## src/sv/dqrv_pkg.sv

```systemverilog
// Shared types and constants for the deque with remove-by-value.
// Used by deque_with_remove_by_value.sv and its test bench; depends on nothing.

package dqrv_pkg;

	// Port field widths fixed by the stream format
	localparam int unsigned OPCODE_W    = 3;
	localparam int unsigned DATA_WORD_W = 32;
	localparam int unsigned STATUS_W    = 2;
	localparam int unsigned COUNT_OUT_W = 5;
	localparam int unsigned M_TDATA_W   = 8;
	localparam int unsigned MAX_WORD_W  = 64;

	// Parameter defaults for the top level
	localparam int unsigned DEPTH_DEF      = 16;
	localparam int unsigned WORD_WIDTH_DEF = 32;

	typedef enum logic [OPCODE_W-1:0] {
		OP_PUSH     = 3'd0,
		OP_POP_OLD  = 3'd1,
		OP_POP_NEW  = 3'd2,
		OP_REMOVE   = 3'd3,
		OP_CLEAR    = 3'd4
	} opcode_t;

	typedef enum logic [STATUS_W-1:0] {
		STAT_OK        = 2'd0,
		STAT_EMPTY     = 2'd1,
		STAT_FULL      = 2'd2,
		STAT_NOT_FOUND = 2'd3
	} status_t;

	typedef enum logic [2:0] {
		ST_IDLE,
		ST_DECODE,
		ST_SCAN_RD,
		ST_SCAN_CMP,
		ST_SHIFT_RD,
		ST_SHIFT_WR,
		ST_DONE
	} state_t;

endpackage

```

## src/sv/deque_with_remove_by_value.sv

```systemverilog
// Top level of the deque with remove-by-value: sequencer, pointers and output register.
// Depends on dqrv_pkg.sv and dqrv_ram.sv.
//
// Channel  Direction  Handshake          Payload
// s_*      in         s_tvalid/s_tready  s_tuser = opcode, s_tdata = data_word
// m_*      out        m_tvalid/m_tready  m_tdata = status, entry_count
//
// Push, pop and clear pass from request through decode to the done state. Remove
// scans entries, a read state and a compare state per entry, through the single
// RAM read port and one shared comparator, then closes the gap with a read state
// and a write state per moved entry. s_tready is high only while the sequencer is idle.
// Reset clears the count, the oldest pointer and the sequencer; the RAM keeps
// stale data. A stalled result waits in the output register and holds the
// sequencer before its next result only.

module deque_with_remove_by_value #(
	parameter int unsigned DEPTH      = dqrv_pkg::DEPTH_DEF,
	parameter int unsigned WORD_WIDTH = dqrv_pkg::WORD_WIDTH_DEF
) (
	input  logic                             clk,
	input  logic                             arst_n,
	input  logic                             s_tvalid,
	output logic                             s_tready,
	input  logic [dqrv_pkg::OPCODE_W-1:0]    s_tuser,   // [2:0] opcode
	input  logic [dqrv_pkg::DATA_WORD_W-1:0] s_tdata,   // [31:0] data_word
	output logic                             m_tvalid,
	input  logic                             m_tready,
	output logic [dqrv_pkg::M_TDATA_W-1:0]   m_tdata    // [1:0] status, [6:2] entry_count
);

	localparam int unsigned AW = $clog2(DEPTH);
	localparam int unsigned CW = $clog2(DEPTH + 1);

	dqrv_pkg::state_t  state_q, state_d;
	dqrv_pkg::opcode_t op_q;
	dqrv_pkg::status_t status_q;
	dqrv_pkg::status_t out_status_q;

	logic [WORD_WIDTH-1:0]             key_q;
	logic [dqrv_pkg::MAX_WORD_W-1:0]   word_ext;
	logic [CW-1:0]                     count_q;
	logic [CW-1:0]                     idx_q;
	logic [CW-1:0]                     idx_inc;
	logic [AW-1:0]                     oldest_q;
	logic [dqrv_pkg::COUNT_OUT_W-1:0]  out_count_q;
	logic                              out_valid_q;

	logic [CW-1:0]     slot_k;
	logic [AW:0]       slot_sum;
	logic [AW-1:0]     slot;
	logic              out_free;
	logic              accept;
	logic              ram_we;
	logic [WORD_WIDTH-1:0] ram_rdata;
	logic              hit;
	logic              is_full;
	logic              is_empty;

	assign word_ext = dqrv_pkg::MAX_WORD_W'(s_tdata);
	assign accept   = s_tvalid && s_tready;
	assign out_free = !out_valid_q || m_tready;
	assign idx_inc  = idx_q + CW'(1);
	assign is_full  = (count_q == CW'(DEPTH));
	assign is_empty = (count_q == '0);
	assign hit      = (ram_rdata == key_q);

	// Select the logical position for the shared slot adder
	always_comb begin
		case (state_q)
			dqrv_pkg::ST_DECODE: begin
				slot_k = (op_q == dqrv_pkg::OP_POP_OLD) ? CW'(1) : count_q;
			end
			dqrv_pkg::ST_SHIFT_RD: slot_k = idx_inc;
			default:               slot_k = idx_q;
		endcase
	end

	// Wrap oldest + k into the circular buffer: one compare and subtract
	assign slot_sum = (AW+1)'(oldest_q) + (AW+1)'(slot_k);
	assign slot     = (slot_sum >= (AW+1)'(DEPTH)) ? AW'(slot_sum - (AW+1)'(DEPTH))
	                                               : AW'(slot_sum);

	// Next state
	always_comb begin
		state_d = state_q;
		case (state_q)
			dqrv_pkg::ST_IDLE: begin
				if (s_tvalid) state_d = dqrv_pkg::ST_DECODE;
			end
			dqrv_pkg::ST_DECODE: begin
				if (op_q == dqrv_pkg::OP_REMOVE && !is_empty) state_d = dqrv_pkg::ST_SCAN_RD;
				else state_d = dqrv_pkg::ST_DONE;
			end
			dqrv_pkg::ST_SCAN_RD: state_d = dqrv_pkg::ST_SCAN_CMP;
			dqrv_pkg::ST_SCAN_CMP: begin
				if (hit) state_d = dqrv_pkg::ST_SHIFT_RD;
				else if (idx_inc == count_q) state_d = dqrv_pkg::ST_DONE;
				else state_d = dqrv_pkg::ST_SCAN_RD;
			end
			dqrv_pkg::ST_SHIFT_RD: begin
				if (idx_inc < count_q) state_d = dqrv_pkg::ST_SHIFT_WR;
				else state_d = dqrv_pkg::ST_DONE;
			end
			dqrv_pkg::ST_SHIFT_WR: state_d = dqrv_pkg::ST_SHIFT_RD;
			dqrv_pkg::ST_DONE: begin
				if (out_free) state_d = dqrv_pkg::ST_IDLE;
			end
			default: state_d = dqrv_pkg::ST_IDLE;
		endcase
	end

	// Outputs of the sequencer
	always_comb begin
		s_tready = 1'b0;
		ram_we   = 1'b0;
		case (state_q)
			dqrv_pkg::ST_IDLE:     s_tready = 1'b1;
			dqrv_pkg::ST_DECODE:   ram_we = (op_q == dqrv_pkg::OP_PUSH) && !is_full;
			dqrv_pkg::ST_SHIFT_WR: ram_we = 1'b1;
			default: begin
				s_tready = 1'b0;
				ram_we   = 1'b0;
			end
		endcase
	end

	always_ff @(posedge clk or negedge arst_n) begin
		if (!arst_n) begin
			state_q <= dqrv_pkg::ST_IDLE;
		end else begin
			state_q <= state_d;
		end
	end

	// Capture the request
	always_ff @(posedge clk) begin
		if (accept) begin
			op_q  <= dqrv_pkg::opcode_t'(s_tuser);
			key_q <= word_ext[WORD_WIDTH-1:0];
		end
	end

	// Advance count, oldest pointer, scan index and status
	always_ff @(posedge clk or negedge arst_n) begin
		if (!arst_n) begin
			count_q  <= '0;
			oldest_q <= '0;
			idx_q    <= '0;
			status_q <= dqrv_pkg::STAT_OK;
		end else begin
			case (state_q)
				dqrv_pkg::ST_DECODE: begin
					status_q <= dqrv_pkg::STAT_OK;
					idx_q    <= '0;
					case (op_q)
						dqrv_pkg::OP_PUSH: begin
							if (is_full) status_q <= dqrv_pkg::STAT_FULL;
							else count_q <= count_q + CW'(1);
						end
						dqrv_pkg::OP_POP_OLD: begin
							if (is_empty) begin
								status_q <= dqrv_pkg::STAT_EMPTY;
							end else begin
								oldest_q <= slot;
								count_q  <= count_q - CW'(1);
							end
						end
						dqrv_pkg::OP_POP_NEW: begin
							if (is_empty) status_q <= dqrv_pkg::STAT_EMPTY;
							else count_q <= count_q - CW'(1);
						end
						dqrv_pkg::OP_REMOVE: begin
							if (is_empty) status_q <= dqrv_pkg::STAT_EMPTY;
						end
						dqrv_pkg::OP_CLEAR: begin
							count_q  <= '0;
							oldest_q <= '0;
						end
						default: status_q <= dqrv_pkg::STAT_OK;
					endcase
				end
				dqrv_pkg::ST_SCAN_CMP: begin
					if (!hit) begin
						idx_q <= idx_inc;
						if (idx_inc == count_q) status_q <= dqrv_pkg::STAT_NOT_FOUND;
					end
				end
				dqrv_pkg::ST_SHIFT_RD: begin
					if (!(idx_inc < count_q)) count_q <= count_q - CW'(1);
				end
				dqrv_pkg::ST_SHIFT_WR: idx_q <= idx_inc;
				default: idx_q <= idx_q;
			endcase
		end
	end

	// Hold the result until the sink takes it
	always_ff @(posedge clk or negedge arst_n) begin
		if (!arst_n) begin
			out_valid_q <= 1'b0;
		end else if (state_q == dqrv_pkg::ST_DONE && out_free) begin
			out_valid_q <= 1'b1;
		end else if (m_tready) begin
			out_valid_q <= 1'b0;
		end
	end

	always_ff @(posedge clk) begin
		if (state_q == dqrv_pkg::ST_DONE && out_free) begin
			out_status_q <= status_q;
			out_count_q  <= dqrv_pkg::COUNT_OUT_W'(count_q);
		end
	end

	assign m_tvalid = out_valid_q;
	assign m_tdata  = dqrv_pkg::M_TDATA_W'({out_count_q, out_status_q});

	dqrv_ram #(
		.WIDTH (WORD_WIDTH),
		.DEPTH (DEPTH)
	) u_store (
		.clk   (clk),
		.we    (ram_we),
		.waddr (slot),
		.wdata ((state_q == dqrv_pkg::ST_SHIFT_WR) ? ram_rdata : key_q),
		.raddr (slot),
		.rdata (ram_rdata)
	);

	// Count never passes the store depth
	assert property (@(posedge clk) disable iff (!arst_n) count_q <= CW'(DEPTH))
		else $error("entry count above depth");

	// Scan and shift only touch held entries
	assert property (@(posedge clk) disable iff (!arst_n)
		(state_q == dqrv_pkg::ST_SCAN_RD || state_q == dqrv_pkg::ST_SHIFT_WR)
		|-> idx_q < count_q)
		else $error("remove index outside held entries");

	// A new result is only loaded from the done state
	assert property (@(posedge clk) disable iff (!arst_n)
		$rose(out_valid_q) |-> $past(state_q == dqrv_pkg::ST_DONE))
		else $error("result raised outside done state");

	// No request is taken while a remove is still in progress
	assert property (@(posedge clk) disable iff (!arst_n)
		(state_q == dqrv_pkg::ST_SHIFT_RD || state_q == dqrv_pkg::ST_SCAN_CMP) |-> !s_tready)
		else $error("request accepted mid operation");

endmodule

```

## src/sv/dqrv_ram.sv

```systemverilog
// Generic single-write, single-read RAM with a registered read port.
// No dependencies; contents are undefined until written.

module dqrv_ram #(
	parameter int unsigned WIDTH = 32,
	parameter int unsigned DEPTH = 16
) (
	input  logic                     clk,
	input  logic                     we,
	input  logic [$clog2(DEPTH)-1:0] waddr,
	input  logic [WIDTH-1:0]         wdata,
	input  logic [$clog2(DEPTH)-1:0] raddr,
	output logic [WIDTH-1:0]         rdata
);

	logic [WIDTH-1:0] mem [DEPTH];

	// Write port
	always_ff @(posedge clk) begin
		if (we) begin
			mem[waddr] <= wdata;
		end
	end

	// Registered read port
	always_ff @(posedge clk) begin
		rdata <= mem[raddr];
	end

endmodule

```

## config.mk

```make
export PLATFORM = sky130hd
export DESIGN_NAME = deque_with_remove_by_value
export DESIGN_NICKNAME = d
export VERILOG_FILES = /design/src/sv/dqrv_pkg.sv /design/src/sv/deque_with_remove_by_value.sv /design/src/sv/dqrv_ram.sv
export SDC_FILE = /design/constraint.sdc
export NUM_CORES = 1
export LEC_CHECK = 0
export ABC_AREA = 1
export BUFFER_PORTS_ARGS = -buffer_cell sky130_fd_sc_hd__buf_2
export CAP_MARGIN = 20
export CORE_ASPECT_RATIO = 0.7
export CORE_MARGIN = 4
export CORE_UTILIZATION = 46
export CTS_CLUSTER_SIZE = 30
export DETAILED_ROUTE_END_ITERATION = 10
export PLACE_DENSITY = 0.71
export SLEW_MARGIN = 20
export SYNTH_ARGS = -nofsm -noshare
export SYNTH_HDL_FRONTEND = slang
export SYNTH_HIERARCHICAL = 1
export SYNTH_SLANG_ARGS = --single-unit
```

## constraint.sdc

```tcl
create_clock -name clk -period 4 [get_ports clk]
set_input_delay 0.4 -clock clk [delete_from_list [all_inputs] [get_ports clk]]
set_output_delay 0.4 -clock clk [all_outputs]
set_load 0.005 [all_outputs]
```

==> metrics.yaml <==
placement:
  dp_hpwl_um: 41000
  gp_congestion: 0.917
  io_buffers: 47
run:
  maxCapViolCount: 0
setup_path:
  ff2ff_path_depth: 18
  r2r-end: "u_store/mem[14][14]$_DFFE_PP_"
  arrival_ps: 3960
  end_kind: "register"
  crit_type: "register to register"
  slowest_delay_ps: 410
  path_cells: "inv_2 > nor2_2 > inv_2 > nor2_4 > inv_2 > nand2_1 > nor2_1 > a31oi_1 > ha_1 > a21oi_1 > nand2_1 > xnor2_1 > buf_4 > xnor2_4 > nand3_1 > buf_4 > nor2_4 > buf_4"
  worstSetupStartpointType: "register"
  r2r_slack_ps: 360
  worstPathMaxFanout: 11
  slowest_stage: "dfrtp_1"
  timing.rr.start: "state_q[0]$_DFFE_PN0P_"
  critical_path_required_ps: 4320
floorplan:
  start_util_pct: 46.6
  fp-row-count: 73
  die_area_um2: 61600
  boundaryPins: 49
  design.core.area_um2: 56900
  die_w_um: 295
  dieHeight_um: 209
clock_tree:
  post_cts_resized: 0
  cts_setup_buffers: 0
  cts.clk_slew.worst_paths_ps: 60
  numCtsBuffers: 57
  clock_path_buffers: 3
  cts_tree: "yes"
  clock_latency_ps: 620
  root_buffer: "clkbuf_16"
  htree_levels: 2
  cts_sinks: 606
hold_path:
  hold_path.startpoint: "m_tready"
  holdPathStages: 4
  hold_end: "m_tvalid$_DFFE_PN0P_"
  hold_class: "primary input to register"
timing:
  maxSlewViolCount: 0
  period_share_pct: 91.0
  setup-violations-final: 0
  tightest_slew_ps: 1160
  slew_headroom_pct: 22.4
  rsz0062_at_grt: "false"
  post-route-min-period_ps: 3640
  hold_slack_ps: 77.0
  fmax_mhz: 275
  skew_ps: 21.4
  final-hold-violation-count: 0
grt:
  grt_start_max_net_pins: 144
  antenna_found_initial: 0
  grt-ovfl-total: 0
  grt_pass1_vias: 17100
  grt_usage_pct: 21.3
  grt_pass1_wl_um: 101000
logic_synthesis:
  synth_area_leader_cell: "edfxtp_1"
  netlist_top_cells_area: "edfxtp_1 63%, nand2_1 12%, nand3_1 7.7%"
  syn_area_um2: 26500
  yosysTopAreaCellShare_pct: 62.8
  yosysSeqAreaShare_pct: 67.1
  syn_area_per_cell_um2: 10.3
  synth_nets: 2630
  ys_types: 42
  yosys_warnings: 6
  ys_ff_latch: 606
  synth_cells: 2578
drt:
  drt_wl_total_um: 66000
  final_antenna_net_count: 0
  drc_errors: 0
  drt_iter0_markers: 2316
  firstDrtPassIters: 7
  routedWlPerCell_um: 19.0
  routed_via_density: 5.26
  vias: 18300
outcome:
  status: "finished, final reports clean"
cells_and_area:
  layout_commonest_cell: "nand2_1"
  fin_nets: 2726
  final_cell_mix: "847 x nand2_1, 554 x edfxtp_1, 434 x inv_1"
  antennaDiodeCount: 0
  drive_gt1_share_pct: 8.93
  area_growth_pct: 13.2
-- how the worst max path moves through the flow --
stage | from | endpoint | slack (ps)
global placement | state_q[0]$_DFFE_PN0P_ | u_store/mem[14][18]$_DFFE_PP_ | 370
detailed placement | idx_q[0]$_DFFE_PN0P_ | u_store/mem[14][9]$_DFFE_PP_ | 410
CTS | idx_q[0]$_DFFE_PN0P_ | u_store/mem[14][9]$_DFFE_PP_ | 380
finish | state_q[0]$_DFFE_PN0P_ | u_store/mem[14][14]$_DFFE_PP_ | 360
floorplan | state_q[1]$_DFFE_PN0P_ | u_store/mem[12][0]$_DFFE_PP_ | -20
global route | state_q[0]$_DFFE_PN0P_ | u_store/mem[14][9]$_DFFE_PP_ | 200
-- metrics by stage --
stage,setup TNS [ps],cells,area (um^2),setup WS [ps],util (%)
after floorplan,-3210,2578,26500,-17.3,-
after global placement,0,3329,27900,368,49.0
after detailed placement,0,3329,27900,405,49.0
after CTS,0,3471,30000,384,52.7
after global routing,0,3471,30000,198,52.7
final,0,3471,30000,361,52.7
-- cells by family (layout without fill, tap and decap cells) --
logic type	after synthesis	count (layout)	share of synthesized area (%)
compound gates	44	44	0.973
flops	606	606	67.1
other cells	1	1	0.0142
simple gates	1320	1320	21.0
xor+xnor	33	33	1.12
fa+ha+maj	13	13	0.642
buf+inv	561	704	9.17
-- per-layer routing --
layer | GRT usage [%] | wire (um)
met5 | 0 | 0
met1 | 33.2 | 29100
met3 | 4.28 | 7440
met2 | 30.3 | 28000
met4 | 5.84 | 1440
-- synthesized netlist by cell type --
| master | number |
|---|---|
| buf_12 | 1 |
| xor2_1 | 8 |
| nand3_2 | 4 |
| nand3b_1 | 3 |
| a211oi_1 | 1 |
| a22o_1 | 3 |
| ha_1 | 12 |
| clkbuf_2 | 1 |
| o21ai_2 | 1 |
| dfxtp_1 | 32 |
| a21oi_1 | 6 |
| o22ai_1 | 3 |
| buf_4 | 7 |
| inv_1 | 435 |
| xnor2_1 | 24 |
| nand3_1 | 408 |
| nand2_1 | 847 |
| edfxtp_1 | 554 |
| dfrtp_1 | 20 |
| fa_1 | 1 |
| a31oi_1 | 1 |
| xnor2_2 | 1 |
| clkbuf_1 | 16 |
| o211ai_1 | 3 |
| nor2_1 | 47 |
| nand4_1 | 1 |
| nor3_1 | 1 |
| buf_6 | 29 |
| nor2_2 | 2 |
| nand2_2 | 2 |
| nand2_4 | 1 |
| nor3_4 | 2 |
| inv_2 | 10 |
| o21ai_0 | 6 |
| buf_2 | 46 |
| buf_1 | 14 |
| inv_4 | 2 |
| conb_1 | 1 |
| nor2_4 | 2 |
| o21ai_1 | 17 |
| o31ai_1 | 2 |
| a21boi_0 | 1 |
-- state kept, by name, indices dropped and copies added (netlist names) --
signal / flops
u_store/mem: 512
key_q: 32
u_store/rdata: 32
count_q: 5
idx_q: 5
out_count_q: 5
oldest_q: 4
op_q: 3
state_q: 3
out_status_q: 2
status_q: 2
m_tvalid: 1
-- cell type report --
class	instances	area (um^2)
Tap cell	750	938
Inverter	447	1690
Clock buffer	79	1540
Clock inverter	27	214
Sequential cell	606	17800
Multi-Input combinational cell	1411	6480
Fill cell	4841	26900
Timing Repair Buffer	151	1370
-- worst max-delay path: cells and delay by family, from the launching register on --
family,cells,cell delay [ps]
xor+xnor,2,440
compound gates,2,350
flops,1,410
simple gates,7,930
buf+inv,6,880
fa+ha+maj,1,330
-- timing repair --
action | CTS | global route
endpoints found under the hold margin | 55 | 0
hold buffers | 36 | 0
endpoints found under the setup margin | 0 | 0
Power is not shown: default switching activity piles up to over one toggle a cycle in this logic, so the estimate is an artifact.
